[src/tga_pkg.sv]
// ----------------------------------------------------------------------------
// tga_pkg: shared types and constants of the TGA colour-mapped RLE decoder
// Parser phases, sequencer states, result kinds and the header format codes.
// ----------------------------------------------------------------------------
`default_nettype none

package tga_pkg;

  localparam int ADDR_W     = 24;
  localparam int HDR_LEN    = 18;
  localparam int PAL_BYTES  = 48;
  localparam int OUT_DATA_W = 104;

  // header field codes
  localparam logic [7:0] CMAP_PRESENT = 8'd1;
  localparam logic [7:0] TYPE_RAW     = 8'd1;
  localparam logic [7:0] TYPE_RLE     = 8'd9;
  localparam logic [7:0] MAP_LEN      = 8'd16;
  localparam logic [7:0] MAP_BITS     = 8'd24;
  localparam logic [7:0] PIX_BITS     = 8'd8;
  localparam logic [7:0] DESC_TOP     = 8'd32;
  localparam logic [7:0] DESC_BOTTOM  = 8'd0;

  typedef enum logic [2:0] {
    PH_WAIT,
    PH_HEADER,
    PH_IDSKIP,
    PH_PALETTE,
    PH_RAW,
    PH_RLEHDR,
    PH_RUNVAL,
    PH_LIT
  } phase_t;

  typedef enum logic [1:0] {
    SEQ_IDLE,
    SEQ_MUL,
    SEQ_RUN_A,
    SEQ_RUN_B
  } seq_t;

  typedef enum logic [2:0] {
    KIND_PIXEL    = 3'd0,
    KIND_PALETTE  = 3'd1,
    KIND_HDR_OK   = 3'd2,
    KIND_FMT_BAD  = 3'd3,
    KIND_SIZE_BAD = 3'd4
  } kind_t;

  typedef enum logic [1:0] {
    POS_NOP,
    POS_LOAD,
    POS_MUL,
    POS_STEP
  } pos_op_t;

  typedef struct packed {
    logic [ADDR_W-1:0] addr;
    logic              fin;
    logic              mul_done;
  } pos_stat_t;

  typedef struct packed {
    logic        fmt_ok;
    logic        size_ok;
    logic [15:0] width;
    logic [15:0] height;
    logic        top_down;
    logic        rle;
    logic [7:0]  id_len;
  } hdr_verdict_t;

  typedef struct packed {
    kind_t             kind;
    logic [ADDR_W-1:0] addr_a;
    logic [7:0]        value_a;
    logic [ADDR_W-1:0] addr_b;
    logic [7:0]        value_b;
    logic              b_valid;
    logic [15:0]       width;
    logic [15:0]       height;
    logic              last;
    logic              done;
  } item_t;

endpackage

`default_nettype wire

[src/tga_colormapped_rle_decoder.sv]
// ----------------------------------------------------------------------------
// tga_colormapped_rle_decoder: colour-mapped TGA stream decoder
// Parses the header, passes out the 16-entry palette and decodes raw or RLE
// 8-bit pixels into writes at row-major addresses.
// ----------------------------------------------------------------------------
//
//  channel | dir | tdata                         | tuser         | tlast
//  --------+-----+-------------------------------+---------------+------------
//  in_     | in  | data_byte                     | start_of_file | -
//  out_    | out | addr/value a,b, b_valid, size | item_kind     | last_of_run
//
//  Header, ID, palette, raw and literal bytes are taken one per cycle while
//  the out_ slot is free. A run value byte holds in_tready low while its
//  pixels expand: the position unit advances one pixel per cycle while the
//  out_ slot is free, a result every two pixels. After the last palette
//  byte a bottom-up image runs shift-add steps to place the first row.
//  rst_n is synchronous; a stalled out_ item holds and blocks the next one.
//
`default_nettype none

module tga_colormapped_rle_decoder #(
  parameter int MAX_WIDTH  = 4096,
  parameter int MAX_HEIGHT = 4096
) (
  input  wire logic                               clk,
  input  wire logic                               rst_n,
  input  wire logic                               in_tvalid,
  output logic                                    in_tready,
  input  wire logic [7:0]                         in_tdata,   // [7:0] data_byte
  input  wire logic [0:0]                         in_tuser,   // [0] start_of_file
  output logic                                    out_tvalid,
  input  wire logic                               out_tready,
  // [23:0] addr_a, [31:24] value_a, [55:32] addr_b, [63:56] value_b,
  // [64] b_valid, [80:65] image_width, [96:81] image_height, [97] image_done
  output logic [tga_pkg::OUT_DATA_W-1:0]          out_tdata,
  output logic [2:0]                              out_tuser,  // [2:0] item_kind
  output logic                                    out_tlast   // last_of_run
);
  import tga_pkg::*;

  localparam int WW = $clog2(MAX_WIDTH + 1);
  localparam int HW = $clog2(MAX_HEIGHT + 1);

  // parser and sequencer state
  phase_t            phase_r, phase_nxt;
  seq_t              seq_r, seq_nxt;
  logic [4:0]        hcount_r, hcount_nxt;
  logic [7:0]        id_left_r, id_left_nxt;
  logic [5:0]        pal_cnt_r, pal_cnt_nxt;
  logic [7:0]        pkt_left_r, pkt_left_nxt;
  logic              rle_r, rle_nxt;
  logic [7:0]        run_val_r, run_val_nxt;
  logic [ADDR_W-1:0] a_addr_r, a_addr_nxt;

  // result register
  logic              out_valid_r;
  item_t             out_r;
  item_t             item_nxt;
  logic              out_load;

  // datapath hookup
  logic              slot_free;
  logic              accept;
  phase_t            ph;
  logic [4:0]        hc;
  logic [7:0]        left_n;
  logic              hdr_we;
  hdr_verdict_t      verdict;
  pos_op_t           pos_op;
  pos_stat_t         pos_stat;

  tga_hdr #(
    .MAX_WIDTH  (MAX_WIDTH),
    .MAX_HEIGHT (MAX_HEIGHT)
  ) u_hdr (
    .clk       (clk),
    .wr_en     (hdr_we),
    .wr_idx    (hc),
    .wr_data   (in_tdata),
    .last_byte (in_tdata),
    .verdict   (verdict)
  );

  tga_pos #(
    .MAX_WIDTH  (MAX_WIDTH),
    .MAX_HEIGHT (MAX_HEIGHT)
  ) u_pos (
    .clk         (clk),
    .rst_n       (rst_n),
    .op          (pos_op),
    .ld_width    (verdict.width[WW-1:0]),
    .ld_height   (verdict.height[HW-1:0]),
    .ld_top_down (verdict.top_down),
    .stat        (pos_stat)
  );

  always_ff @(posedge clk) begin
    if (!rst_n) begin
      phase_r     <= PH_WAIT;
      seq_r       <= SEQ_IDLE;
      hcount_r    <= '0;
      id_left_r   <= '0;
      pal_cnt_r   <= '0;
      pkt_left_r  <= '0;
      rle_r       <= 1'b0;
      out_valid_r <= 1'b0;
    end else begin
      phase_r    <= phase_nxt;
      seq_r      <= seq_nxt;
      hcount_r   <= hcount_nxt;
      id_left_r  <= id_left_nxt;
      pal_cnt_r  <= pal_cnt_nxt;
      pkt_left_r <= pkt_left_nxt;
      rle_r      <= rle_nxt;
      if (out_load) begin
        out_valid_r <= 1'b1;
      end else if (out_tready) begin
        out_valid_r <= 1'b0;
      end
    end
  end

  // payload registers: no reset
  always_ff @(posedge clk) begin
    run_val_r <= run_val_nxt;
    a_addr_r  <= a_addr_nxt;
    if (out_load) begin
      out_r <= item_nxt;
    end
  end

  always_comb begin
    phase_nxt    = phase_r;
    seq_nxt      = seq_r;
    hcount_nxt   = hcount_r;
    id_left_nxt  = id_left_r;
    pal_cnt_nxt  = pal_cnt_r;
    pkt_left_nxt = pkt_left_r;
    rle_nxt      = rle_r;
    run_val_nxt  = run_val_r;
    a_addr_nxt   = a_addr_r;
    item_nxt     = '0;
    out_load     = 1'b0;
    hdr_we       = 1'b0;
    pos_op       = POS_NOP;
    left_n       = pkt_left_r - 8'd1;

    slot_free = !out_valid_r || out_tready;
    in_tready = (seq_r == SEQ_IDLE) && slot_free;
    accept    = in_tvalid && in_tready;

    // start of file overrides whatever phase we are in
    ph = in_tuser[0] ? PH_HEADER : phase_r;
    hc = in_tuser[0] ? 5'd0 : hcount_r;

    case (seq_r)
      SEQ_IDLE: begin
        if (accept) begin
          case (ph)
            PH_HEADER: begin
              phase_nxt = PH_HEADER;
              if (hc == 5'(HDR_LEN - 1)) begin
                // final header byte: give the verdict with the sizes
                hcount_nxt      = '0;
                out_load        = 1'b1;
                item_nxt.width  = verdict.width;
                item_nxt.height = verdict.height;
                item_nxt.last   = 1'b1;
                if (!verdict.fmt_ok) begin
                  item_nxt.kind = KIND_FMT_BAD;
                  phase_nxt     = PH_WAIT;
                end else if (!verdict.size_ok) begin
                  item_nxt.kind = KIND_SIZE_BAD;
                  phase_nxt     = PH_WAIT;
                end else begin
                  item_nxt.kind = KIND_HDR_OK;
                  pos_op        = POS_LOAD;
                  rle_nxt       = verdict.rle;
                  id_left_nxt   = verdict.id_len;
                  pal_cnt_nxt   = '0;
                  phase_nxt     = (verdict.id_len != 8'd0) ? PH_IDSKIP : PH_PALETTE;
                end
              end else begin
                hdr_we     = 1'b1;
                hcount_nxt = hc + 5'd1;
              end
            end
            PH_IDSKIP: begin
              id_left_nxt = id_left_r - 8'd1;
              if (id_left_r == 8'd1) begin
                phase_nxt = PH_PALETTE;
              end
            end
            PH_PALETTE: begin
              out_load         = 1'b1;
              item_nxt.kind    = KIND_PALETTE;
              item_nxt.addr_a  = ADDR_W'(pal_cnt_r);
              item_nxt.value_a = in_tdata;
              item_nxt.last    = 1'b1;
              pal_cnt_nxt      = pal_cnt_r + 6'd1;
              if (pal_cnt_r == 6'(PAL_BYTES - 1)) begin
                // place the first row before any pixel arrives
                phase_nxt = rle_r ? PH_RLEHDR : PH_RAW;
                seq_nxt   = SEQ_MUL;
              end
            end
            PH_RAW: begin
              pos_op           = POS_STEP;
              out_load         = 1'b1;
              item_nxt.kind    = KIND_PIXEL;
              item_nxt.addr_a  = pos_stat.addr;
              item_nxt.value_a = in_tdata;
              item_nxt.last    = 1'b1;
              item_nxt.done    = pos_stat.fin;
              if (pos_stat.fin) begin
                phase_nxt = PH_WAIT;
              end
            end
            PH_RLEHDR: begin
              pkt_left_nxt = {1'b0, in_tdata[6:0]} + 8'd1;
              phase_nxt    = in_tdata[7] ? PH_RUNVAL : PH_LIT;
            end
            PH_RUNVAL: begin
              run_val_nxt = in_tdata;
              phase_nxt   = PH_RLEHDR;
              seq_nxt     = SEQ_RUN_A;
            end
            PH_LIT: begin
              pkt_left_nxt     = left_n;
              phase_nxt        = (left_n == 8'd0) ? PH_RLEHDR : PH_LIT;
              pos_op           = POS_STEP;
              out_load         = 1'b1;
              item_nxt.kind    = KIND_PIXEL;
              item_nxt.addr_a  = pos_stat.addr;
              item_nxt.value_a = in_tdata;
              item_nxt.last    = 1'b1;
              item_nxt.done    = pos_stat.fin;
              if (pos_stat.fin) begin
                phase_nxt = PH_WAIT;
              end
            end
            default: begin
              // waiting for a start of file: drop the byte
            end
          endcase
        end
      end
      SEQ_MUL: begin
        if (pos_stat.mul_done) begin
          seq_nxt = SEQ_IDLE;
        end else begin
          pos_op = POS_MUL;
        end
      end
      SEQ_RUN_A: begin
        if (slot_free) begin
          pos_op       = POS_STEP;
          pkt_left_nxt = left_n;
          if (pos_stat.fin || (left_n == 8'd0)) begin
            // odd pixel or image end: single write closes the run
            out_load         = 1'b1;
            item_nxt.kind    = KIND_PIXEL;
            item_nxt.addr_a  = pos_stat.addr;
            item_nxt.value_a = run_val_r;
            item_nxt.last    = 1'b1;
            item_nxt.done    = pos_stat.fin;
            seq_nxt          = SEQ_IDLE;
            if (pos_stat.fin) begin
              phase_nxt = PH_WAIT;
            end
          end else begin
            a_addr_nxt = pos_stat.addr;
            seq_nxt    = SEQ_RUN_B;
          end
        end
      end
      SEQ_RUN_B: begin
        if (slot_free) begin
          pos_op           = POS_STEP;
          pkt_left_nxt     = left_n;
          out_load         = 1'b1;
          item_nxt.kind    = KIND_PIXEL;
          item_nxt.addr_a  = a_addr_r;
          item_nxt.value_a = run_val_r;
          item_nxt.addr_b  = pos_stat.addr;
          item_nxt.value_b = run_val_r;
          item_nxt.b_valid = 1'b1;
          item_nxt.last    = pos_stat.fin || (left_n == 8'd0);
          item_nxt.done    = pos_stat.fin;
          seq_nxt          = (pos_stat.fin || (left_n == 8'd0)) ? SEQ_IDLE : SEQ_RUN_A;
          if (pos_stat.fin) begin
            phase_nxt = PH_WAIT;
          end
        end
      end
      default: begin
        seq_nxt = SEQ_IDLE;
      end
    endcase
  end

  assign out_tvalid = out_valid_r;
  assign out_tuser  = out_r.kind;
  assign out_tlast  = out_r.last;
  assign out_tdata  = {6'd0, out_r.done, out_r.height, out_r.width, out_r.b_valid,
                       out_r.value_b, out_r.addr_b, out_r.value_a, out_r.addr_a};

`ifndef SYNTHESIS
  a_pair_is_pixel: assert property (@(posedge clk) disable iff (!rst_n)
    (out_valid_r && out_r.b_valid) |-> (out_r.kind == KIND_PIXEL))
    else $error("second pixel slot set on a non-pixel item");

  a_done_ends_image: assert property (@(posedge clk) disable iff (!rst_n)
    (out_load && item_nxt.done) |=> (phase_r == PH_WAIT))
    else $error("parser still active after final pixel");

  a_run_has_pixels: assert property (@(posedge clk) disable iff (!rst_n)
    ((seq_r == SEQ_RUN_A) || (seq_r == SEQ_RUN_B)) |->
      ((pkt_left_r != 8'd0) && (phase_r == PH_RLEHDR)))
    else $error("run expansion without pixels left");
`endif

endmodule

`default_nettype wire

[src/tga_hdr.sv]
// ----------------------------------------------------------------------------
// tga_hdr: header byte store and format/size check
// Holds header bytes 0..16; the check takes byte 17 live from the stream.
// ----------------------------------------------------------------------------
`default_nettype none

module tga_hdr #(
  parameter int MAX_WIDTH  = 4096,
  parameter int MAX_HEIGHT = 4096
) (
  input  wire logic                  clk,
  input  wire logic                  wr_en,
  input  wire logic [4:0]            wr_idx,
  input  wire logic [7:0]            wr_data,
  input  wire logic [7:0]            last_byte,
  output tga_pkg::hdr_verdict_t      verdict
);
  import tga_pkg::*;

  logic [7:0]  bytes_r [HDR_LEN-1];
  logic [15:0] w;
  logic [15:0] h;

  always_ff @(posedge clk) begin
    if (wr_en) begin
      bytes_r[wr_idx] <= wr_data;
    end
  end

  always_comb begin
    w = {bytes_r[13], bytes_r[12]};
    h = {bytes_r[15], bytes_r[14]};
    verdict.width    = w;
    verdict.height   = h;
    verdict.fmt_ok   = (bytes_r[1] == CMAP_PRESENT) &&
                       ((bytes_r[2] == TYPE_RAW) || (bytes_r[2] == TYPE_RLE)) &&
                       (bytes_r[3] == 8'd0) && (bytes_r[4] == 8'd0) &&
                       (bytes_r[5] == MAP_LEN) && (bytes_r[6] == 8'd0) &&
                       (bytes_r[7] == MAP_BITS) && (bytes_r[16] == PIX_BITS) &&
                       ((last_byte == DESC_TOP) || (last_byte == DESC_BOTTOM));
    verdict.size_ok  = (w != 16'd0) && (h != 16'd0) &&
                       ({1'b0, w} <= 17'(MAX_WIDTH)) && ({1'b0, h} <= 17'(MAX_HEIGHT));
    verdict.top_down = (last_byte == DESC_TOP);
    verdict.rle      = (bytes_r[2] == TYPE_RLE);
    verdict.id_len   = bytes_r[0];
  end

endmodule

`default_nettype wire

[src/tga_pos.sv]
// ----------------------------------------------------------------------------
// tga_pos: pixel position unit
// One shared adder moves the row base: shift-add steps build the start row
// of a bottom-up image, then each step into a new row adds or subtracts the width.
// ----------------------------------------------------------------------------
`default_nettype none

module tga_pos #(
  parameter int MAX_WIDTH  = 4096,
  parameter int MAX_HEIGHT = 4096
) (
  input  wire logic                                 clk,
  input  wire logic                                 rst_n,
  input  tga_pkg::pos_op_t                          op,
  input  wire logic [$clog2(MAX_WIDTH+1)-1:0]       ld_width,
  input  wire logic [$clog2(MAX_HEIGHT+1)-1:0]      ld_height,
  input  wire logic                                 ld_top_down,
  output tga_pkg::pos_stat_t                        stat
);
  import tga_pkg::*;

  localparam int WW = $clog2(MAX_WIDTH + 1);
  localparam int HW = $clog2(MAX_HEIGHT + 1);

  logic [WW-1:0]     col_r;
  logic [WW-1:0]     width_r;
  logic [HW-1:0]     rows_r;
  logic              td_r;
  logic [ADDR_W-1:0] base_r;
  logic [ADDR_W-1:0] mcand_r;
  logic [HW-1:0]     mult_r;

  logic [WW-1:0]     col_inc;
  logic              wrap;
  logic [ADDR_W-1:0] operand;
  logic [ADDR_W-1:0] sum;

  always_comb begin
    col_inc = col_r + 1'b1;
    wrap    = (col_inc >= width_r);
    if (op == POS_MUL) begin
      operand = mcand_r;
    end else if (td_r) begin
      operand = ADDR_W'(width_r);
    end else begin
      operand = ADDR_W'(0) - ADDR_W'(width_r);
    end
    sum           = base_r + operand;
    stat.addr     = base_r + ADDR_W'(col_r);
    stat.fin      = wrap && (rows_r == HW'(1));
    stat.mul_done = (mult_r == '0);
  end

  always_ff @(posedge clk) begin
    if (!rst_n) begin
      col_r   <= '0;
      width_r <= '0;
      rows_r  <= '0;
      td_r    <= 1'b0;
      base_r  <= '0;
      mcand_r <= '0;
      mult_r  <= '0;
    end else begin
      case (op)
        POS_LOAD: begin
          col_r   <= '0;
          width_r <= ld_width;
          rows_r  <= ld_height;
          td_r    <= ld_top_down;
          base_r  <= '0;
          mcand_r <= ADDR_W'(ld_width);
          mult_r  <= ld_top_down ? '0 : ld_height - 1'b1;
        end
        POS_MUL: begin
          if (mult_r[0]) begin
            base_r <= sum;
          end
          mcand_r <= mcand_r << 1;
          mult_r  <= mult_r >> 1;
        end
        POS_STEP: begin
          if (wrap) begin
            col_r  <= '0;
            base_r <= sum;
            rows_r <= rows_r - 1'b1;
          end else begin
            col_r <= col_inc;
          end
        end
        default: begin
        end
      endcase
    end
  end

endmodule

`default_nettype wire

[config.mk]
export PLATFORM = sky130hd
export DESIGN_NAME = tga_colormapped_rle_decoder
export DESIGN_NICKNAME = d
export VERILOG_FILES = /design/src/tga_pkg.sv /design/src/tga_colormapped_rle_decoder.sv /design/src/tga_hdr.sv /design/src/tga_pos.sv
export SDC_FILE = /design/constraint.sdc
export NUM_CORES = 1
export LEC_CHECK = 0
export ABC_CLOCK_PERIOD_IN_PS = 8200
export BUFFER_PORTS_ARGS = -buffer_cell sky130_fd_sc_hd__buf_2
export CORE_UTILIZATION = 60
export CTS_CLUSTER_SIZE = 28
export DETAILED_ROUTE_END_ITERATION = 6
export HOLD_SLACK_MARGIN = 0.08
export PLACE_DENSITY = 0.79
export SYNTH_ARGS = -nofsm -noshare
export SYNTH_HDL_FRONTEND = slang
export SYNTH_HIERARCHICAL = 1
export SYNTH_SLANG_ARGS = --single-unit
export TNS_END_PERCENT = 1
[constraint.sdc]
create_clock -name clk -period 8.2 [get_ports clk]
set_input_delay 0.82 -clock clk [delete_from_list [all_inputs] [get_ports clk]]
set_output_delay 0.82 -clock clk [all_outputs]
set_load 0.02 [all_outputs]
Yosys cells after proc, flatten, opt, wreduce, memory -nomap -nowiden
Memory sizes are Yosys's and may differ from the RTL's.
Cells that the tools add are included.

operators by class
  equal/unequal tests = 40
  reductions and logical operators = 53
  multiplexer cells = 94
  $mul = 0
  $lt $le $gt $ge = 3
  add/sub/neg operators = 11
  bitwise operators = 1
  divide/modulo/power cells = 0
  shift operators = 0

operator list
  cell                   count
  $pmux 35 s3            1
  $mux 24                4
  $pmux 13 s2            3
  $pmux 24 s3            1
  $mux 65                1
  $mux 32                2
  $pmux 32 s2            1
  $pmux 24 s2            1
  $pmux 8 s2             3
  $logic_not 8->1        5
  $mux 8                 5
  $mux 13                3
  $mux 2                 18
  $mux 3                 12
  $mux 35                1
  $mux 33                1
  $le 16x13->1 const B   2
  $reduce_bool 16->1     2
  $sub 13x1->13 const B  2
  $add 24x13->24         1
  $add 24x24->24         1
  $eq 8x1->1 const B     3
  $reduce_and 6->1       4
  $pmux 3 s7             1
  49 further kinds       124

storage, ports and cells
  bits in latches = 0
  output and inout bits = 110
  bits in writable memories = 136
  memories kept = 1
  bits in registers = 269
  input port bits = 13
  bits in read-only memories = 0

memory list
  memory         depth  width  read ports  clocked after memory_dff  write ports  RTL line       RTL
  u_hdr.bytes_r  17     8      13          0                         1            tga_hdr.sv:20  logic [7:0] bytes_r [HDR_LEN-1];

Longest topological paths before layout
An unclocked memory read counts as a cell.

  word-level depth = 21
  depth in mapped cells = 27
  gate-level depth less buffers = 23

By module
Netlist, hierarchy kept.

by module, submodules not included
  module                       area each (µm²)  cells an instance  times used
  tga_colormapped_rle_decoder  7566.0           618                1
  tga_pos                      7513.5           975                1
  tga_hdr                      3515.9           168                1

Worst setup path before layout
Ideal clock, no wire load.

  path type = input port to flip-flop
  from = in in_tuser
  to = reg u_pos.base_r[16]
  required time = 8.075 ns
  path slack = 2.224 ns
  setup time = 0.125 ns
  arrival = 5.851 ns
  stages = 26
  path buffers = 5
  cells stage by stage = clkbuf_1 -> clkbuf_1 -> nand2b_1 -> ha_1 -> nor4b_1 -> nand2_1 -> nor3b_1 -> nand2b_1 -> inv_1 -> ha_1 -> clkbuf_1 -> clkbuf_1 -> clkbuf_1 -> o21ai_0 -> ha_1 -> inv_1 -> fa_1 -> nor2b_1 -> o21ai_0 -> a21oi_1 -> o211ai_1 -> a31oi_1 -> a21boi_0 -> o21bai_1 -> xnor2_1 -> o21ai_0

on the way
  cells in the longest elaborated chain, start to end = 11
  elaborated cells on any way between the ends = 23
  those cells by class = add/sub: 1; eq/ne: 9; mux: 10; reduce/logical: 3

ends and longest elaborated chain
  item                                       RTL line                                                                RTL
  start, declared                            tga_colormapped_rle_decoder.sv:30                                       input wire logic [0:0] in_tuser,
  $mux 5 or $mux 3 (tied branches)           tga_colormapped_rle_decoder.sv:154, tga_colormapped_rle_decoder.sv:153
  $eq 5x5->1 or $eq 3x3->1 (tied branches)   tga_colormapped_rle_decoder.sv:162, tga_colormapped_rle_decoder.sv:159
  $mux 1 or $reduce_or 2->1 (tied branches)  n/a
  $pmux 2 s2 *                               tga_colormapped_rle_decoder.sv:159                                      case (ph)
  $mux 2 *                                   tga_colormapped_rle_decoder.sv:158                                      if (accept) begin
  $pmux 2 s3 *                               tga_colormapped_rle_decoder.sv:156                                      case (seq_r)
  via pos_op[0]                              tga_colormapped_rle_decoder.sv:69                                       pos_op_t pos_op;
  $eq 2x2->1                                 tga_pos.sv:41, tga_pos.sv:64
  $mux 24                                    tga_pos.sv:41                                                           if (op == POS_MUL) begin
  $add 24x24->24                             tga_pos.sv:48                                                           sum = base_r + operand;
  $mux 24 (on tied branches)                 tga_pos.sv:82, tga_pos.sv:75
  $pmux 24 s3                                tga_pos.sv:64                                                           case (op)
  end signal, assigned                       tga_pos.sv:76                                                           base_r <= sum;
  end signal, assigned                       tga_pos.sv:84                                                           base_r <= sum;
  end, declared                              tga_pos.sv:29                                                           logic [ADDR_W-1:0] base_r;

The timed path passes the listed nets; every way through them passes the cells marked *. The select of a mux whose other input is x is not followed.
A chain may end at the register's enable or synchronous reset.

Worst setup path in the final report
  from = in in_tuser
  to = reg u_pos.base_r[16]

on the way
  cells in the longest elaborated chain, start to end = 11
  elaborated cells on any way between the ends = 23
  those cells by class = add/sub: 1; eq/ne: 9; mux: 10; reduce/logical: 3

ends and longest elaborated chain
  item                        RTL line                            RTL
  $mux 5 *                    tga_colormapped_rle_decoder.sv:154  hc = in_tuser[0] ? 5'd0 : hcount_r;
  via hc[0]                   tga_colormapped_rle_decoder.sv:65   logic [4:0] hc;
  $eq 5x5->1 *                tga_colormapped_rle_decoder.sv:162  if (hc == 5'(HDR_LEN - 1)) begin
  $mux 1 *                    tga_colormapped_rle_decoder.sv:162
  $pmux 2 s2 *                tga_colormapped_rle_decoder.sv:159
  $mux 2 *                    tga_colormapped_rle_decoder.sv:158
  $pmux 2 s3 *                tga_colormapped_rle_decoder.sv:156
  via pos_op[0]               tga_colormapped_rle_decoder.sv:69
  $eq 2x2->1                  tga_pos.sv:41, tga_pos.sv:64
  $mux 24                     tga_pos.sv:41
  $add 24x24->24              tga_pos.sv:48
  $mux 24 (on tied branches)  tga_pos.sv:82, tga_pos.sv:75
  $pmux 24 s3                 tga_pos.sv:64

Marked as above.

==> impl_metrics.yaml <==
status:
  status: "finished, final reports clean"
critical_path:
  cp_slowest_cell: "nor4b_1"
  worstPathMaxFanout: 33
  crit_path_start_kind: "input port"
  max_stage_delay_ns: 0.66
  critical_path_required_ns: 8.60
  worstPathArrival_ns: 6.99
  crit_top_cell: "o21ai_0"
  worstPathCellList: "buf_2 > nor2b_1 > ha_1 > nor4b_1 > nand2_1 > nor3b_1 > nand2b_1 > inv_1 > ha_2 > o21ai_0 > ha_1 > inv_1 > fa_1 > nor2b_1 > o21ai_0 > a21oi_1 > o211ai_1 > a31oi_1 > a21boi_0 > o21bai_1 > xnor2_1 > o21ai_0"
  crit_path_end_kind: "register"
  worstSetupPathType: "input port to register"
yosys:
  yosysTopAreaCellShare: 0.3843
  synth_top_family_by_area: "simple AND/OR/NAND/NOR gates"
  synth.distinct_cells: 81
  ys_seq_area_frac: 0.5297
  postSynthCellCount: 1761
  synth-async-reset-ratio: 0
  synth_xor_area_frac: 0.03862
  synthesis.area_mm2: 0.01860
  ys_ff_latch: 373
  synth_simple_gate_area_share: 0.1810
  syn_area_per_cell_um2: 10.56
  yosys_warnings: 6
  synth_edf_count: 238
  synth_compound_area_frac: 0.1465
  synth.area.mux_share: 0.02119
  synth_top_flop_cell: "edfxtp_1"
  synthTopCellsByArea: "edfxtp_1 (38%), dfxtp_1 (15%), ha_1 (4.7%)"
  synth_top_cell_by_area: "edfxtp_1"
  synthAdderAreaFrac: 0.04925
floorplanning:
  die_x_um: 178.0
  core_mm2: 0.03051
  fp.dieH_um: 178.0
  initial_core_util: 0.6095
  ios: 123
  dieArea_mm2: 0.03170
  num_rows: 64
cts:
  htreeDepth: 2
  cts_root_buffer: "clkbuf_16"
  cts_tree: "built"
  cts_setup_buffers: 0
  clkLatencyLatePin_ns: 0.54
  clock-sinks: 373
  postCtsResizedCells: 0
  numCtsBuffers: 40
  cts_buffer_depth: 3
  cts_hold_buf: 0
  cts.clk_slew.worst_paths_ns: 0.05
run:
  cap_violations: 0
sta:
  final-setup-viol-count: 0
  fmax_mhz: 151.7
  clock_skew_ns: 0.02328
  finalCritPeriodShare: 0.8039
  tns_ns: 0
  slew_headroom: 0.1569
  rsz0062_at_grt: "false"
  slew_viol_final: 0
  min_period_ns: 6.592
  timing.final.hold_violations: 0
  worst_pin_slew_ns: 1.260
power_and_ir_drop:
  ir_worst_vdd_uv: 179.5
  p_int_mw: 2.996
  pwr-share-clk: 0.456
  combPwrFrac: 0.016
  p_seq_frac: 0.528
  p_sw_frac: 0.2059
  p_per_area_mw_per_mm2: 182.6
  fin_total_pwr_mw: 3.773
  p_sw_mw: 0.7769
  power.leakage_nw: 7.252
detailed_routing:
  remaining_drc_errors: 0
  post_drt_wl_per_cell_um: 19.00
  vias: 13966
  first_pass_iters: 5
  drt_iter0_markers: 1161
  wl_um: 43140
  viasPerCell: 6.150
  ant_nets: 0
layout:
  regArea_mm2: 0.009849
  syn2layout_area_growth_pct: 11.12
  drive_above_1_share: 0.1285
  nNetsFinal: 1929
  multi_input_area_mm2: 0.008167
  fin_area_mm2: 0.02066
  fill_cells: 2275
  antenna_cells: 0
min_path:
  min_path_type: "register to register"
global_routing:
  grt_pass1_wl_um: 68290
  grt_pass1_vias: 13309
  grtUsageTotal: 0.2729
  gr-total-overflow: 0
  grt_antenna_before_repair: 1
  grt_max_degree: 75
placement:
  dpl_cell_area_mm2: 0.01941
  gp_congestion: 0.9010
  port_buffers: 116
  hpwl_um: 28890
-- cell usage after synthesis (7+ instances only) --
| cell | count |
|---|---|
| buf_1 | 9 |
| a21oi_1 | 90 |
| a211oi_1 | 31 |
| nor2b_1 | 25 |
| a21o_1 | 26 |
| o21ai_0 | 77 |
| a21boi_0 | 9 |
| ha_1 | 70 |
| o21a_1 | 8 |
| and2_1 | 75 |
| xnor2_1 | 47 |
| dfxtp_1 | 135 |
| or3_1 | 9 |
| mux2_2 | 11 |
| nand4_1 | 10 |
| a22o_1 | 8 |
| nor4b_1 | 8 |
| a32oi_1 | 7 |
| mux2i_1 | 27 |
| nand2_1 | 118 |
| nor3_1 | 48 |
| nor4_1 | 41 |
| edfxtp_1 | 238 |
| a211o_1 | 11 |
| nand3b_1 | 7 |
| clkbuf_1 | 71 |
| nand3_1 | 49 |
| o211ai_1 | 10 |
| inv_1 | 56 |
| nor2_1 | 162 |
| o221a_2 | 7 |
| nand2b_1 | 37 |
| nor3b_1 | 13 |
| a31oi_1 | 19 |
| and3_1 | 14 |
| a22oi_1 | 24 |
| a32o_1 | 19 |
| xor2_1 | 35 |
-- placed cells by master (no fill, tap or decap), drive strengths merged, types with 13 or more instances in the layout --
master	synthesis	final
buf	24	131
xnor2	47	47
clkinv	0	16
nor3b	13	13
nor2	162	162
a22oi	24	24
inv	56	59
nor2b	25	25
mux2i	27	27
edfxtp	238	238
ha	70	70
xor2	35	35
a21o	26	26
a32o	19	19
and2	77	77
nand3	49	49
o21ai	77	77
and3	14	14
a31oi	19	19
nand2b	37	37
a211oi	31	31
a21oi	90	90
dfxtp	135	135
nand2	118	118
nor3	48	48
nor4	43	43
clkbuf	71	51
-- area by class of cell --
cell class,instances,share of cell area
sequential,373,0.4767
tap,396,0.02398
clock buffer,51,0.05196
inverter,56,0.01017
multi-input combinational,1242,0.3952
clock inverter,22,0.008417
timing repair buffer,131,0.03355
-- sequential cells by signal, indices dropped and copies added (netlist names), 2 cells and up --
| signal | flops |
|---|---|
| pkt_left_r | 8 |
| u_hdr/bytes_r | 104 |
| pal_cnt_r | 6 |
| hcount_r | 5 |
| a_addr_r | 24 |
| out_tuser | 3 |
| id_left_r | 8 |
| u_pos/width_r | 13 |
| u_pos/mcand_r | 24 |
| u_pos/mult_r | 13 |
| u_pos/base_r | 24 |
| u_pos/col_r | 13 |
| seq_r | 2 |
| out_tdata | 98 |
| run_val_r | 8 |
| phase_r | 3 |
| u_pos/rows_r | 13 |
-- final timing paths --
path                             startpoint                        endpoint  slack [ns]  cells after the start
max reg2reg        hcount_r[0]$_SDFFE_PN0P_   u_pos/base_r[16]$_SDFFE_PN0P_        1.82                     21
min          u_pos/mcand_r[23]$_SDFFE_PN0P_  u_pos/mcand_r[23]$_SDFFE_PN0P_        0.47                      2
min reg2reg  u_pos/mcand_r[23]$_SDFFE_PN0P_  u_pos/mcand_r[23]$_SDFFE_PN0P_        0.47                      2
max                                in_tuser   u_pos/base_r[16]$_SDFFE_PN0P_        1.61                     22
-- logic make-up (layout without fill, tap and decap cells) --
family          count (synthesis)  count (layout)
xor+xnor                       82              82
buf+inv                       151             260
compound gates                398             398
other cells                     1               6
fa+ha+maj                      72              72
mux                            38              38
simple gates                  646             646
flops                         373             373
-- worst max-delay path: cells and delay by family --
family | cells | cell delay (ns)
AO/OA/AOI/OAI | 8 | 1.90
AND/OR/NAND/NOR | 6 | 2.35
XOR/XNOR | 1 | 0.13
buffers and inverters | 3 | 0.42
adder cells (fa/ha/maj) | 4 | 1.34
-- power groups by stage --
stage / Sequential (mW) / Clock (mW) / Combinational (mW)
floorplan: 2.03 / 0 / 0.0347
global placement: 2.03 / 0 / 0.0583
detailed placement: 2.03 / 0 / 0.0599
CTS: 1.99 / 1.74 / 0.0599
global route: 1.99 / 1.82 / 0.0653
finish: 1.99 / 1.72 / 0.0599
-- layer usage --
metal	up-vias	track usage	share of wire
li1	6669	-	-
met1	6759	0.3557	0.42
met2	448	0.4713	0.50
met3	88	0.03495	0.053
met4	2	0.08654	0.027
met5	-	0	0.00019
-- stage by stage --
step	util	hold WS [ns]	setup slack, ns	instances
global placement	0.6364	0.4610	1.586	2198
detailed placement	0.6364	0.4717	1.321	2198
CTS	0.6772	0.4816	1.825	2271
floorplan	-	0.4461	2.224	1766
finish	0.6772	0.4741	1.608	2271
global route	0.6772	0.4939	1.150	2271
Note: power is estimated with default switching activity, not from simulation.
